==> src/rtl/scdg_pkg.sv <==
`timescale 1ns / 1ps
// ----------------------------------------------------------------------------
// scdg_pkg
// Shared widths, constants, register indexes and types of the sidechain
// ducking gain block.
// ----------------------------------------------------------------------------
package scdg_pkg;

	// Field and register widths
	localparam int SAMPLE_W   = 16;
	localparam int THR_W      = 15;
	localparam int SCALE_W    = 24;
	localparam int COEFF_W    = 16;
	localparam int ENV_W      = 17;
	localparam int CFG_DATA_W = 24;
	localparam int CFG_IDX_W  = 2;

	// Shared multiplier operand and product widths
	localparam int MUL_A_W = 18;
	localparam int MUL_B_W = 25;
	localparam int PROD_W  = MUL_A_W + MUL_B_W;

	// 1.0 in Q1.16
	localparam logic [ENV_W-1:0] ENV_ONE = 17'h10000;

	// Register reset values
	localparam logic [THR_W-1:0]   THRESHOLD_RST = 15'd16384;
	localparam logic [SCALE_W-1:0] SCALE_RST     = 24'd524288;
	localparam logic [COEFF_W-1:0] ATTACK_RST    = 16'd65000;
	localparam logic [COEFF_W-1:0] RELEASE_RST   = 16'd65500;

	// Register indexes
	localparam logic [CFG_IDX_W-1:0] REG_THRESHOLD = 2'd0;
	localparam logic [CFG_IDX_W-1:0] REG_SCALE     = 2'd1;
	localparam logic [CFG_IDX_W-1:0] REG_ATTACK    = 2'd2;
	localparam logic [CFG_IDX_W-1:0] REG_RELEASE   = 2'd3;

	// Default depth of the queue between front and back (power of two, >= 2)
	localparam int QUEUE_DEPTH_DEF = 2;

	// Classified frame handed from front to back
	typedef struct packed {
		logic signed [SAMPLE_W-1:0] audio_left;
		logic signed [SAMPLE_W-1:0] audio_right;
		logic [SAMPLE_W-1:0]        excess;
	} job_t;

	// Register values the back end works with
	typedef struct packed {
		logic [SCALE_W-1:0] above_scale;
		logic [COEFF_W-1:0] attack_coeff;
		logic [COEFF_W-1:0] release_coeff;
	} coeff_t;

endpackage

==> src/rtl/scdg_ifs.sv <==
`timescale 1ns / 1ps
// ----------------------------------------------------------------------------
// scdg_frame_if / scdg_result_if
// Valid/ready channels for stereo input frames and ducked output frames.
// ----------------------------------------------------------------------------
interface scdg_frame_if import scdg_pkg::*; ();
	logic                       valid;
	logic                       ready;
	logic signed [SAMPLE_W-1:0] audio_left;
	logic signed [SAMPLE_W-1:0] audio_right;
	logic signed [SAMPLE_W-1:0] side_left;
	logic signed [SAMPLE_W-1:0] side_right;

	modport source(output valid, audio_left, audio_right, side_left, side_right,
		input ready);
	modport sink(input valid, audio_left, audio_right, side_left, side_right,
		output ready);
endinterface

interface scdg_result_if import scdg_pkg::*; ();
	logic                       valid;
	logic                       ready;
	logic signed [SAMPLE_W-1:0] out_left;
	logic signed [SAMPLE_W-1:0] out_right;

	modport source(output valid, out_left, out_right, input ready);
	modport sink(input valid, out_left, out_right, output ready);
endinterface

==> src/rtl/sidechain_ducking_gain.sv <==
`timescale 1ns / 1ps
// ----------------------------------------------------------------------------
// sidechain_ducking_gain
// Sidechain ducker: peak over threshold drives an attack/release envelope
// and both audio channels are scaled by one minus that envelope.
// ----------------------------------------------------------------------------
//  channel  | role   | handshake          | payload
//  frame    | sink   | valid / ready      | audio_left, audio_right, side_left, side_right
//  result   | source | valid / ready      | out_left, out_right
//  cfg      | write  | cfg_we, no wait    | cfg_index, cfg_data
//
//  Each frame passes through the back end in order: it is taken from the
//  queue in the idle state, then goes through eight sequencer steps around
//  the single shared 18x25 multiplier; the back end takes no new frame until
//  it returns to idle. The front queue holds QUEUE_DEPTH frames and the
//  output register one result, so input keeps being taken while a result
//  waits. Reset loads defaults and a zero envelope.
// ----------------------------------------------------------------------------
module sidechain_ducking_gain import scdg_pkg::*; #(
	parameter int QUEUE_DEPTH = QUEUE_DEPTH_DEF
) (
	input  logic                  clk,
	input  logic                  arst_n,
	scdg_frame_if.sink            frame,
	scdg_result_if.source         result,
	input  logic                  cfg_we,
	input  logic [CFG_IDX_W-1:0]  cfg_index,
	input  logic [CFG_DATA_W-1:0] cfg_data
);

	logic [THR_W-1:0]   threshold_q;
	logic [SCALE_W-1:0] scale_q;
	logic [COEFF_W-1:0] attack_q;
	logic [COEFF_W-1:0] release_q;
	coeff_t             coeff;
	job_t               job;
	logic               job_valid;
	logic               job_ready;

	// Register writes; excess data bits are dropped
	always_ff @(posedge clk or negedge arst_n) begin
		if (!arst_n) begin
			threshold_q <= THRESHOLD_RST;
			scale_q     <= SCALE_RST;
			attack_q    <= ATTACK_RST;
			release_q   <= RELEASE_RST;
		end else if (cfg_we) begin
			unique case (cfg_index)
				REG_THRESHOLD: threshold_q <= cfg_data[THR_W-1:0];
				REG_SCALE:     scale_q     <= cfg_data[SCALE_W-1:0];
				REG_ATTACK:    attack_q    <= cfg_data[COEFF_W-1:0];
				REG_RELEASE:   release_q   <= cfg_data[COEFF_W-1:0];
				default: begin
				end
			endcase
		end
	end

	assign coeff.above_scale   = scale_q;
	assign coeff.attack_coeff  = attack_q;
	assign coeff.release_coeff = release_q;

	scdg_front #(
		.QUEUE_DEPTH(QUEUE_DEPTH)
	) u_front (
		.clk            (clk),
		.arst_n         (arst_n),
		.frame          (frame),
		.threshold_level(threshold_q),
		.job_valid      (job_valid),
		.job_ready      (job_ready),
		.job            (job)
	);

	scdg_back u_back (
		.clk      (clk),
		.arst_n   (arst_n),
		.job_valid(job_valid),
		.job_ready(job_ready),
		.job      (job),
		.coeff    (coeff),
		.result   (result)
	);

endmodule

==> src/rtl/scdg_front.sv <==
`timescale 1ns / 1ps
// ----------------------------------------------------------------------------
// scdg_front
// Accepts stereo frames, reduces the sidechain to its excess over the
// threshold and queues the result with the audio for the back end.
// ----------------------------------------------------------------------------
module scdg_front import scdg_pkg::*; #(
	parameter int QUEUE_DEPTH = QUEUE_DEPTH_DEF
) (
	input  logic             clk,
	input  logic             arst_n,
	scdg_frame_if.sink       frame,
	input  logic [THR_W-1:0] threshold_level,
	output logic             job_valid,
	input  logic             job_ready,
	output job_t             job
);

	localparam int PTR_W = $clog2(QUEUE_DEPTH);
	localparam int CNT_W = $clog2(QUEUE_DEPTH + 1);

	job_t             queue_q [QUEUE_DEPTH];
	logic [PTR_W-1:0] wr_ptr_q;
	logic [PTR_W-1:0] rd_ptr_q;
	logic [CNT_W-1:0] count_q;

	logic [SAMPLE_W:0] mag_left;
	logic [SAMPLE_W:0] mag_right;
	logic [SAMPLE_W:0] peak;
	logic [SAMPLE_W:0] thr_ext;
	logic [SAMPLE_W:0] excess_wide;
	job_t              job_in;
	logic              push;
	logic              pop;

	// Take magnitudes; the most negative sample gives 1.0
	assign mag_left  = frame.side_left[SAMPLE_W-1]
		? (~{frame.side_left[SAMPLE_W-1], frame.side_left} + 1'b1)
		: {1'b0, frame.side_left};
	assign mag_right = frame.side_right[SAMPLE_W-1]
		? (~{frame.side_right[SAMPLE_W-1], frame.side_right} + 1'b1)
		: {1'b0, frame.side_right};

	// Peak over threshold, clamped at zero
	assign peak        = (mag_left > mag_right) ? mag_left : mag_right;
	assign thr_ext     = {2'b00, threshold_level};
	assign excess_wide = (peak > thr_ext) ? (peak - thr_ext) : '0;

	assign job_in.audio_left  = frame.audio_left;
	assign job_in.audio_right = frame.audio_right;
	assign job_in.excess      = excess_wide[SAMPLE_W-1:0];

	// Queue handshakes
	assign frame.ready = (count_q < CNT_W'(QUEUE_DEPTH));
	assign push        = frame.valid && frame.ready;
	assign job_valid   = (count_q != '0);
	assign pop         = job_valid && job_ready;
	assign job         = queue_q[rd_ptr_q];

	// Advance pointers and fill count
	always_ff @(posedge clk or negedge arst_n) begin
		if (!arst_n) begin
			wr_ptr_q <= '0;
			rd_ptr_q <= '0;
			count_q  <= '0;
		end else begin
			if (push)
				wr_ptr_q <= wr_ptr_q + PTR_W'(1);
			if (pop)
				rd_ptr_q <= rd_ptr_q + PTR_W'(1);
			if (push && !pop)
				count_q <= count_q + CNT_W'(1);
			else if (pop && !push)
				count_q <= count_q - CNT_W'(1);
		end
	end

	// Store entries
	always_ff @(posedge clk) begin
		if (push)
			queue_q[wr_ptr_q] <= job_in;
	end

endmodule

==> src/rtl/scdg_back.sv <==
`timescale 1ns / 1ps
// ----------------------------------------------------------------------------
// scdg_back
// Sequences one shared multiplier through level scaling, the envelope
// update and the two gain products, then holds the result for the sink.
// ----------------------------------------------------------------------------
module scdg_back import scdg_pkg::*; (
	input  logic        clk,
	input  logic        arst_n,
	input  logic        job_valid,
	output logic        job_ready,
	input  job_t        job,
	input  coeff_t      coeff,
	scdg_result_if.source result
);

	typedef enum logic [3:0] {
		ST_IDLE,
		ST_LVL_MUL,
		ST_LVL_SAT,
		ST_ENV_MUL0,
		ST_ENV_MUL1,
		ST_ENV_SUM,
		ST_OUT_MUL_L,
		ST_OUT_MUL_R,
		ST_RESULT
	} state_t;

	state_t                     state_q;
	job_t                       job_q;
	logic signed [PROD_W-1:0]   prod_q;
	logic [ENV_W-1:0]           level_q;
	logic [COEFF_W-1:0]         c_q;
	logic [ENV_W-1:0]           env_q;
	logic [2*ENV_W-2:0]         acc_q;
	logic signed [SAMPLE_W-1:0] left_q;
	logic                       out_valid_q;
	logic signed [SAMPLE_W-1:0] out_left_q;
	logic signed [SAMPLE_W-1:0] out_right_q;

	logic signed [MUL_A_W-1:0]  mul_a;
	logic signed [MUL_B_W-1:0]  mul_b;
	logic signed [PROD_W-1:0]   mul_p;
	logic [PROD_W-1:0]          lvl_rnd;
	logic [PROD_W-14:0]         lvl_raw;
	logic [ENV_W-1:0]           level_next;
	logic [2*ENV_W-1:0]         env_sum;
	logic [ENV_W:0]             env_raw;
	logic [ENV_W-1:0]           env_next;
	logic [ENV_W-1:0]           gain;
	logic [ENV_W-1:0]           one_minus_c;
	logic signed [PROD_W-1:0]   out_rnd;
	logic                       out_free;

	assign job_ready = (state_q == ST_IDLE);
	assign out_free  = !out_valid_q || result.ready;

	assign result.valid     = out_valid_q;
	assign result.out_left  = out_left_q;
	assign result.out_right = out_right_q;

	// Level: round at bit 13, saturate at 1.0
	assign lvl_rnd    = prod_q + PROD_W'(4096);
	assign lvl_raw    = lvl_rnd[PROD_W-1:13];
	assign level_next = (lvl_raw > (PROD_W-13)'(ENV_ONE)) ? ENV_ONE : lvl_raw[ENV_W-1:0];

	// Envelope: sum both pole terms, round at bit 16, clamp at 1.0
	assign env_sum  = {1'b0, acc_q} + {1'b0, prod_q[2*ENV_W-2:0]} + (2*ENV_W)'(32768);
	assign env_raw  = env_sum[2*ENV_W-1:16];
	assign env_next = (env_raw > {1'b0, ENV_ONE}) ? ENV_ONE : env_raw[ENV_W-1:0];

	assign gain        = ENV_ONE - env_q;
	assign one_minus_c = ENV_ONE - {1'b0, c_q};

	// Output rounding: floor((p + 2^15) / 2^16), low 16 bits
	assign out_rnd = prod_q + PROD_W'(32768);

	// Select multiplier operands for the current step
	always_comb begin
		mul_a = '0;
		mul_b = '0;
		unique case (state_q)
			ST_LVL_MUL: begin
				mul_a = {2'b00, job_q.excess};
				mul_b = {1'b0, coeff.above_scale};
			end
			ST_ENV_MUL0: begin
				mul_a = {2'b00, c_q};
				mul_b = {8'b0, env_q};
			end
			ST_ENV_MUL1: begin
				mul_a = {1'b0, one_minus_c};
				mul_b = {8'b0, level_q};
			end
			ST_OUT_MUL_L: begin
				mul_a = {{2{job_q.audio_left[SAMPLE_W-1]}}, job_q.audio_left};
				mul_b = {8'b0, gain};
			end
			ST_OUT_MUL_R: begin
				mul_a = {{2{job_q.audio_right[SAMPLE_W-1]}}, job_q.audio_right};
				mul_b = {8'b0, gain};
			end
			default: begin
				mul_a = '0;
				mul_b = '0;
			end
		endcase
	end

	assign mul_p = mul_a * mul_b;

	// Sequencer, envelope state and output register
	always_ff @(posedge clk or negedge arst_n) begin
		if (!arst_n) begin
			state_q     <= ST_IDLE;
			env_q       <= '0;
			out_valid_q <= 1'b0;
		end else begin
			// Load a new result when the register is free, drop it once taken
			if (state_q == ST_RESULT && out_free)
				out_valid_q <= 1'b1;
			else if (result.ready)
				out_valid_q <= 1'b0;
			unique case (state_q)
				ST_IDLE: begin
					if (job_valid)
						state_q <= ST_LVL_MUL;
				end
				ST_LVL_MUL: begin
					state_q <= ST_LVL_SAT;
				end
				ST_LVL_SAT: begin
					state_q <= ST_ENV_MUL0;
				end
				ST_ENV_MUL0: begin
					state_q <= ST_ENV_MUL1;
				end
				ST_ENV_MUL1: begin
					state_q <= ST_ENV_SUM;
				end
				ST_ENV_SUM: begin
					env_q   <= env_next;
					state_q <= ST_OUT_MUL_L;
				end
				ST_OUT_MUL_L: begin
					state_q <= ST_OUT_MUL_R;
				end
				ST_OUT_MUL_R: begin
					state_q <= ST_RESULT;
				end
				ST_RESULT: begin
					if (out_free)
						state_q <= ST_IDLE;
				end
				default: begin
					state_q <= ST_IDLE;
				end
			endcase
		end
	end

	// Datapath registers
	always_ff @(posedge clk) begin
		if (state_q == ST_IDLE && job_valid)
			job_q <= job;
		if (state_q != ST_RESULT && state_q != ST_IDLE)
			prod_q <= mul_p;
		if (state_q == ST_LVL_SAT) begin
			level_q <= level_next;
			c_q     <= (level_next > env_q) ? coeff.attack_coeff : coeff.release_coeff;
		end
		if (state_q == ST_ENV_MUL1)
			acc_q <= prod_q[2*ENV_W-2:0];
		if (state_q == ST_OUT_MUL_R)
			left_q <= out_rnd[SAMPLE_W+15:16];
		if (state_q == ST_RESULT && out_free) begin
			out_left_q  <= left_q;
			out_right_q <= out_rnd[SAMPLE_W+15:16];
		end
	end

endmodule

==> src/flat_wrapper.sv <==
// flat-port wrapper written by rule: the top's interface ports become plain ports
module sidechain_ducking_gain_flat import scdg_pkg::*;
#(
	parameter int QUEUE_DEPTH = QUEUE_DEPTH_DEF
)
  (clk, arst_n, cfg_we, cfg_index, cfg_data, frame_valid, frame_audio_left, frame_audio_right, frame_side_left, frame_side_right, frame_ready, result_valid, result_out_left, result_out_right, result_ready);
  scdg_frame_if frame_i ();
  scdg_result_if result_i ();
  input  logic clk;
  input  logic arst_n;
  input  logic cfg_we;
  input  logic [CFG_IDX_W-1:0] cfg_index;
  input  logic [CFG_DATA_W-1:0] cfg_data;
  input wire logic [$bits(frame_i.valid)-1:0] frame_valid;
  input wire logic [$bits(frame_i.audio_left)-1:0] frame_audio_left;
  input wire logic [$bits(frame_i.audio_right)-1:0] frame_audio_right;
  input wire logic [$bits(frame_i.side_left)-1:0] frame_side_left;
  input wire logic [$bits(frame_i.side_right)-1:0] frame_side_right;
  output wire logic [$bits(frame_i.ready)-1:0] frame_ready;
  output wire logic [$bits(result_i.valid)-1:0] result_valid;
  output wire logic [$bits(result_i.out_left)-1:0] result_out_left;
  output wire logic [$bits(result_i.out_right)-1:0] result_out_right;
  input wire logic [$bits(result_i.ready)-1:0] result_ready;
  assign frame_i.valid = frame_valid;
  assign frame_i.audio_left = frame_audio_left;
  assign frame_i.audio_right = frame_audio_right;
  assign frame_i.side_left = frame_side_left;
  assign frame_i.side_right = frame_side_right;
  assign frame_ready = frame_i.ready;
  assign result_valid = result_i.valid;
  assign result_out_left = result_i.out_left;
  assign result_out_right = result_i.out_right;
  assign result_i.ready = result_ready;
  sidechain_ducking_gain #(.QUEUE_DEPTH(QUEUE_DEPTH)) u_core (.clk(clk), .arst_n(arst_n), .frame(frame_i), .result(result_i), .cfg_we(cfg_we), .cfg_index(cfg_index), .cfg_data(cfg_data));
endmodule
==> config.mk <==
export PLATFORM = sky130hd
export DESIGN_NAME = sidechain_ducking_gain_flat
export DESIGN_NICKNAME = d
export VERILOG_FILES = /design/src/rtl/scdg_pkg.sv /design/src/rtl/scdg_ifs.sv /design/src/rtl/sidechain_ducking_gain.sv /design/src/rtl/scdg_front.sv /design/src/rtl/scdg_back.sv /design/src/flat_wrapper.sv
export SDC_FILE = /design/constraint.sdc
export NUM_CORES = 2
export LEC_CHECK = 0
export CAP_MARGIN = 20
export CORE_UTILIZATION = 40
export DETAILED_ROUTE_END_ITERATION = 8
export DONT_BUFFER_PORTS = 1
export SYNTH_ARGS = -nofsm -noshare
export SYNTH_HDL_FRONTEND = slang
export SYNTH_SLANG_ARGS = --single-unit
==> constraint.sdc <==
create_clock -name clk -period 18.98 [get_ports clk]
set_clock_uncertainty 0.15 [all_clocks]
set_input_delay 2.847 -clock clk [delete_from_list [all_inputs] [get_ports clk]]
set_output_delay 2.847 -clock clk [all_outputs]
set_load 0.02 [all_outputs]
==> results <==
- The highest fanout seen on the critical path is 24.
- The die is 293 um tall.
- The final sum of negative setup slack is 0 ns.
- The number of iterations in the first detailed-routing pass is 5.
- The number of gates resized after cts is 0.
- The kind of launch point of the worst setup path is a flop.
- The worst-case setup margin in the final layout is 8.83 ns.
- The number of port buffers is 0.
- Measured on the finished design, the core utilization comes to 0.437.
- The die covers 0.0856 mm2.
- Of the synthesized area, sequential elements account for 0.340.
- The async set or reset register ratio after synthesis is 0.244.
- The data arrival time of the worst path is 10.33 ns.
- The worst setup slack before clock tree synthesis is 8.91 ns.
- The category of the critical setup timing path is reg2reg.
- Setup violations remaining at the end of the flow were counted as 0.
- The type of destination of the critical path is a flop.
- Measured in cells, the most critical reg-to-reg path has a length of 28.
- The synthesis warning total is 0.
- Setup repair after global routing left no endpoint under its margin.
- The critical path ends at u_core.u_back.prod_q[42]$_DFFE_PP_.
- Of the cells placed in the final design, the portion with a size suffix greater than 1 is 0.0941.
- Among all stages on the critical path, the largest delay is contributed by sky130_fd_sc_hd__a222oi_1.
- In this run the clock root is driven by a sky130_fd_sc_hd__clkbuf_16.
- Across every metal layer, demand over resource in global routing totals 0.218.
- Synthesis inferred 398 register bits.
- In the global route stage, met1 resource usage came out at 0.288.
- The width of the die is 293 um.
- The first global-routing pass estimated 142000 um of wire.
- Post-CTS timing repair inserted 0 buffers for setup.
- The number of different library cells used by synthesis comes to 88.
- After routing the design area is 0.0365 mm2.
- The final layout contains routed wiring with a total length of 91200 um.
- Compared with the post-synthesis result, the final layout area differs by 8.13%.
- The number of max-slew violations in the final report is 0.
- STA puts the critical path data required time at 19.16 ns.
- TritonCTS built the clock tree.
- The starting utilization of the core area is 0.404.
- The later pin in the worst-skew pair is clocked with a latency of 0.59 ns.
- The number of nets still failing antenna checks after routing is 0.
- The count of clock tree sinks is a little under 400.
- Static timing analysis puts the maximum clock frequency at 98.5 MHz.
- The transition time of the tightest slew-check pin is 1.10 ns.
- The summed instance area of the synthesized netlist is ~0.034 mm2.
- The last weighted congestion value of the routability-driven placer is around 0.95.
- No sink is reached through more buffers than the 3 on the longest clock path.
- A synthesized cell averages 10.5 um2.
- The path class of the tightest hold or removal check is reg2reg.
- The worst register-to-register path ends at u_core.u_back.prod_q[42]$_DFFE_PP_.
- The met2 layer usage reported by global route is 0.360.
- The fraction of met3 tracks used by global routing is 0.0402.
- The detailed-placement wirelength estimate is approximately 70000 um.
- Yosys mapped a number of flops with a built-in enable equal to 301.
- The maximum number of pins on one net before global-route repair is approximately 100.
- Using the TritonRoute via totals, the vias-per-cell ratio works out to approximately 5.4.
- The boundary pin count is 129.
- In this run the number of H-tree levels came out at 2.
- The startpoint of the lowest-slack register-to-register path is u_core.u_back.state_q[2]$_DFFE_PN0P_.
- The initial antenna violation count is 1.
- Clock tree synthesis inserted a total of 41 buffers.
- For this run, the leading register cell type out of synthesis is sky130_fd_sc_hd__edfxtp_1.
- The final clock period utilization by the worst path is 0.535.
- The number of instances in the synthesized netlist is 3224.
- The setup check on the worst reg-to-reg path leaves a slack of 8.83 ns.
- The placed cell area is 0.0351 mm2.
- The number of nets in the layout is just under 4000.
- The number of global-route vias before repair is 23659.
- The core box area is between 0.08 and 0.09 mm2.
- Across the run, the number of max-cap violations was 0.
- After filler insertion, the fill cell instance count of the layout stands at approximately 8000.
- The worst slew margin relative to its limit is 0.266.
- The critical path starts at u_core.u_back.state_q[2]$_DFFE_PN0P_.
- For this run, design rule violations remaining after detail routing come to 0.
- Hold repair after CTS inserted 0 buffers.
- In the layout the commonest cells are sky130_fd_sc_hd__inv_1 (529), sky130_fd_sc_hd__nand2_1 (360), sky130_fd_sc_hd__fa_1 (353).
- On the worst path, the slowest cell contributes a delay of about 1 ns.
- The library cell used most frequently in the layout, excluding fill and tap cells, is sky130_fd_sc_hd__inv_1.
- The number of vias after detailed routing is 23152.
- The number of failing hold endpoints at the final stage is 0.
- The routed design could run at a clock period as short as 10.15 ns.
- The most crowded layer after global routing is met2.
- The placement row count is approximately 110.
- The run finished with clean final reports.
- The overall overflow remaining after global route is 0.
- The clock transition at the registers of the reported paths is ~0.07 ns.
- The mean routed wirelength per cell is 21.2 um.
- The count of routing violations after the opening detailed-route iteration is 1797.
==> critical path, delay by kind of cell, from the launching register on <==
family | cells | cell delay (ns)
DFF | 1 | 0.48
xor gates and xnor gates | 1 | 0.16
and+or+nand+nor | 4 | 1.91
adders and majority gates | 7 | 3.10
AOI/OAI and AO/OA | 10 | 3.48
buffers and inverters | 6 | 0.61
==> routing by layer <==
| metal | routed length, um | vias to the layer above |
|---|---|---|
| met1 | 38900 | 11632 |
| li1 | - | 10611 |
| met4 | 3250 | 2 |
| met2 | 42700 | 741 |
| met5 | 17 | - |
| met3 | 6350 | 166 |
==> layout make-up <==
type | instances | area, um2 | share of cell area
Tap cell | 1080 | 1350 | 0.0370
Antenna cell | 1 | 2.50 | 0.0000685
Timing Repair Buffer | 41 | 320 | 0.00877
Clock buffer | 49 | 1130 | 0.0309
Multi-Input combinational cell | 2181 | 19900 | 0.545
Sequential cell | 398 | 11500 | 0.315
Inverter | 531 | 1990 | 0.0546
Clock inverter | 21 | 313 | 0.00856
==> synthesized netlist by cell type (all sizes together), types with 13 or more instances <==
master | count | area (um2)
a21o | 37 | 278
a21oi | 76 | 380
a22o | 18 | 158
a22oi | 20 | 150
a31oi | 23 | 150
and2 | 28 | 175
and3 | 29 | 181
buf | 17 | 87.6
clkbuf | 104 | 390
dfrtp | 71 | 1780
dfstp | 26 | 683
edfxtp | 301 | 9040
fa | 353 | 7070
ha | 264 | 3300
inv | 531 | 1990
mux2 | 123 | 1390
mux2i | 17 | 170
nand2 | 361 | 1360
nand2b | 28 | 175
nand3 | 59 | 330
nand4 | 25 | 171
nor2 | 262 | 1020
nor2b | 20 | 125
nor3 | 46 | 230
o21a | 13 | 97.6
o21ai | 81 | 405
xnor2 | 75 | 657
xor2 | 58 | 516
==> registers in the layout, indices dropped and copies added, names as in the netlist, 4 cells and up <==
| register | cells |
|---|---|
| u_core.attack_q | 16 |
| u_core.release_q | 16 |
| u_core.scale_q | 24 |
| u_core.threshold_q | 15 |
| u_core.u_back.acc_q | 33 |
| u_core.u_back.c_q | 16 |
| u_core.u_back.env_q | 17 |
| u_core.u_back.job_q | 48 |
| u_core.u_back.left_q | 16 |
| u_core.u_back.level_q | 17 |
| u_core.u_back.prod_q | 43 |
| u_core.u_back.result.out_left | 16 |
| u_core.u_back.result.out_right | 16 |
| u_core.u_back.state_q | 4 |
| u_core.u_front.queue_q | 96 |
==> cells by family (layout without fill, tap and decap cells) <==
logic type,Yosys count,in the layout,synth area share
buf+inv,652,642,0.0732
simple gates,913,913,0.125
flops,398,398,0.340
other cells,2,10,0.000222
mux,140,140,0.0460
xor+xnor,133,133,0.0347
compound gates,369,369,0.0737
fa+ha+maj,617,617,0.307
==> worst min-delay path by stage <==
stage	start	to	slack [ns]	cells after the start
6_report	u_core.u_back.left_q[14]$_DFFE_PN_	u_core.u_back.result.out_left[14]$_DFFE_PP_	0.26	0
3_5_place_dp	u_core.u_back.left_q[14]$_DFFE_PN_	u_core.u_back.result.out_left[14]$_DFFE_PP_	0.25	0
2_1_floorplan	u_core.u_back.left_q[0]$_DFFE_PN_	u_core.u_back.result.out_left[0]$_DFFE_PP_	0.25	0
3_3_place_gp	u_core.u_back.left_q[15]$_DFFE_PN_	u_core.u_back.result.out_left[15]$_DFFE_PP_	0.25	0
4_1_cts	u_core.u_back.left_q[14]$_DFFE_PN_	u_core.u_back.result.out_left[14]$_DFFE_PP_	0.27	0
5_1_grt	u_core.u_back.left_q[5]$_DFFE_PN_	u_core.u_back.result.out_left[5]$_DFFE_PP_	0.27	0
==> metrics by stage <==
step / hold WS, ns / std cells
2_1_floorplan: 0.250 / 3231
3_3_place_gp: 0.252 / 4230
3_5_place_dp: 0.255 / 4230
4_1_cts: 0.266 / 4300
5_1_grt: 0.271 / 4301
6_report: 0.265 / 4302
Power is not shown: default switching activity piles up to over one toggle a cycle in this logic, so the estimate is an artifact.
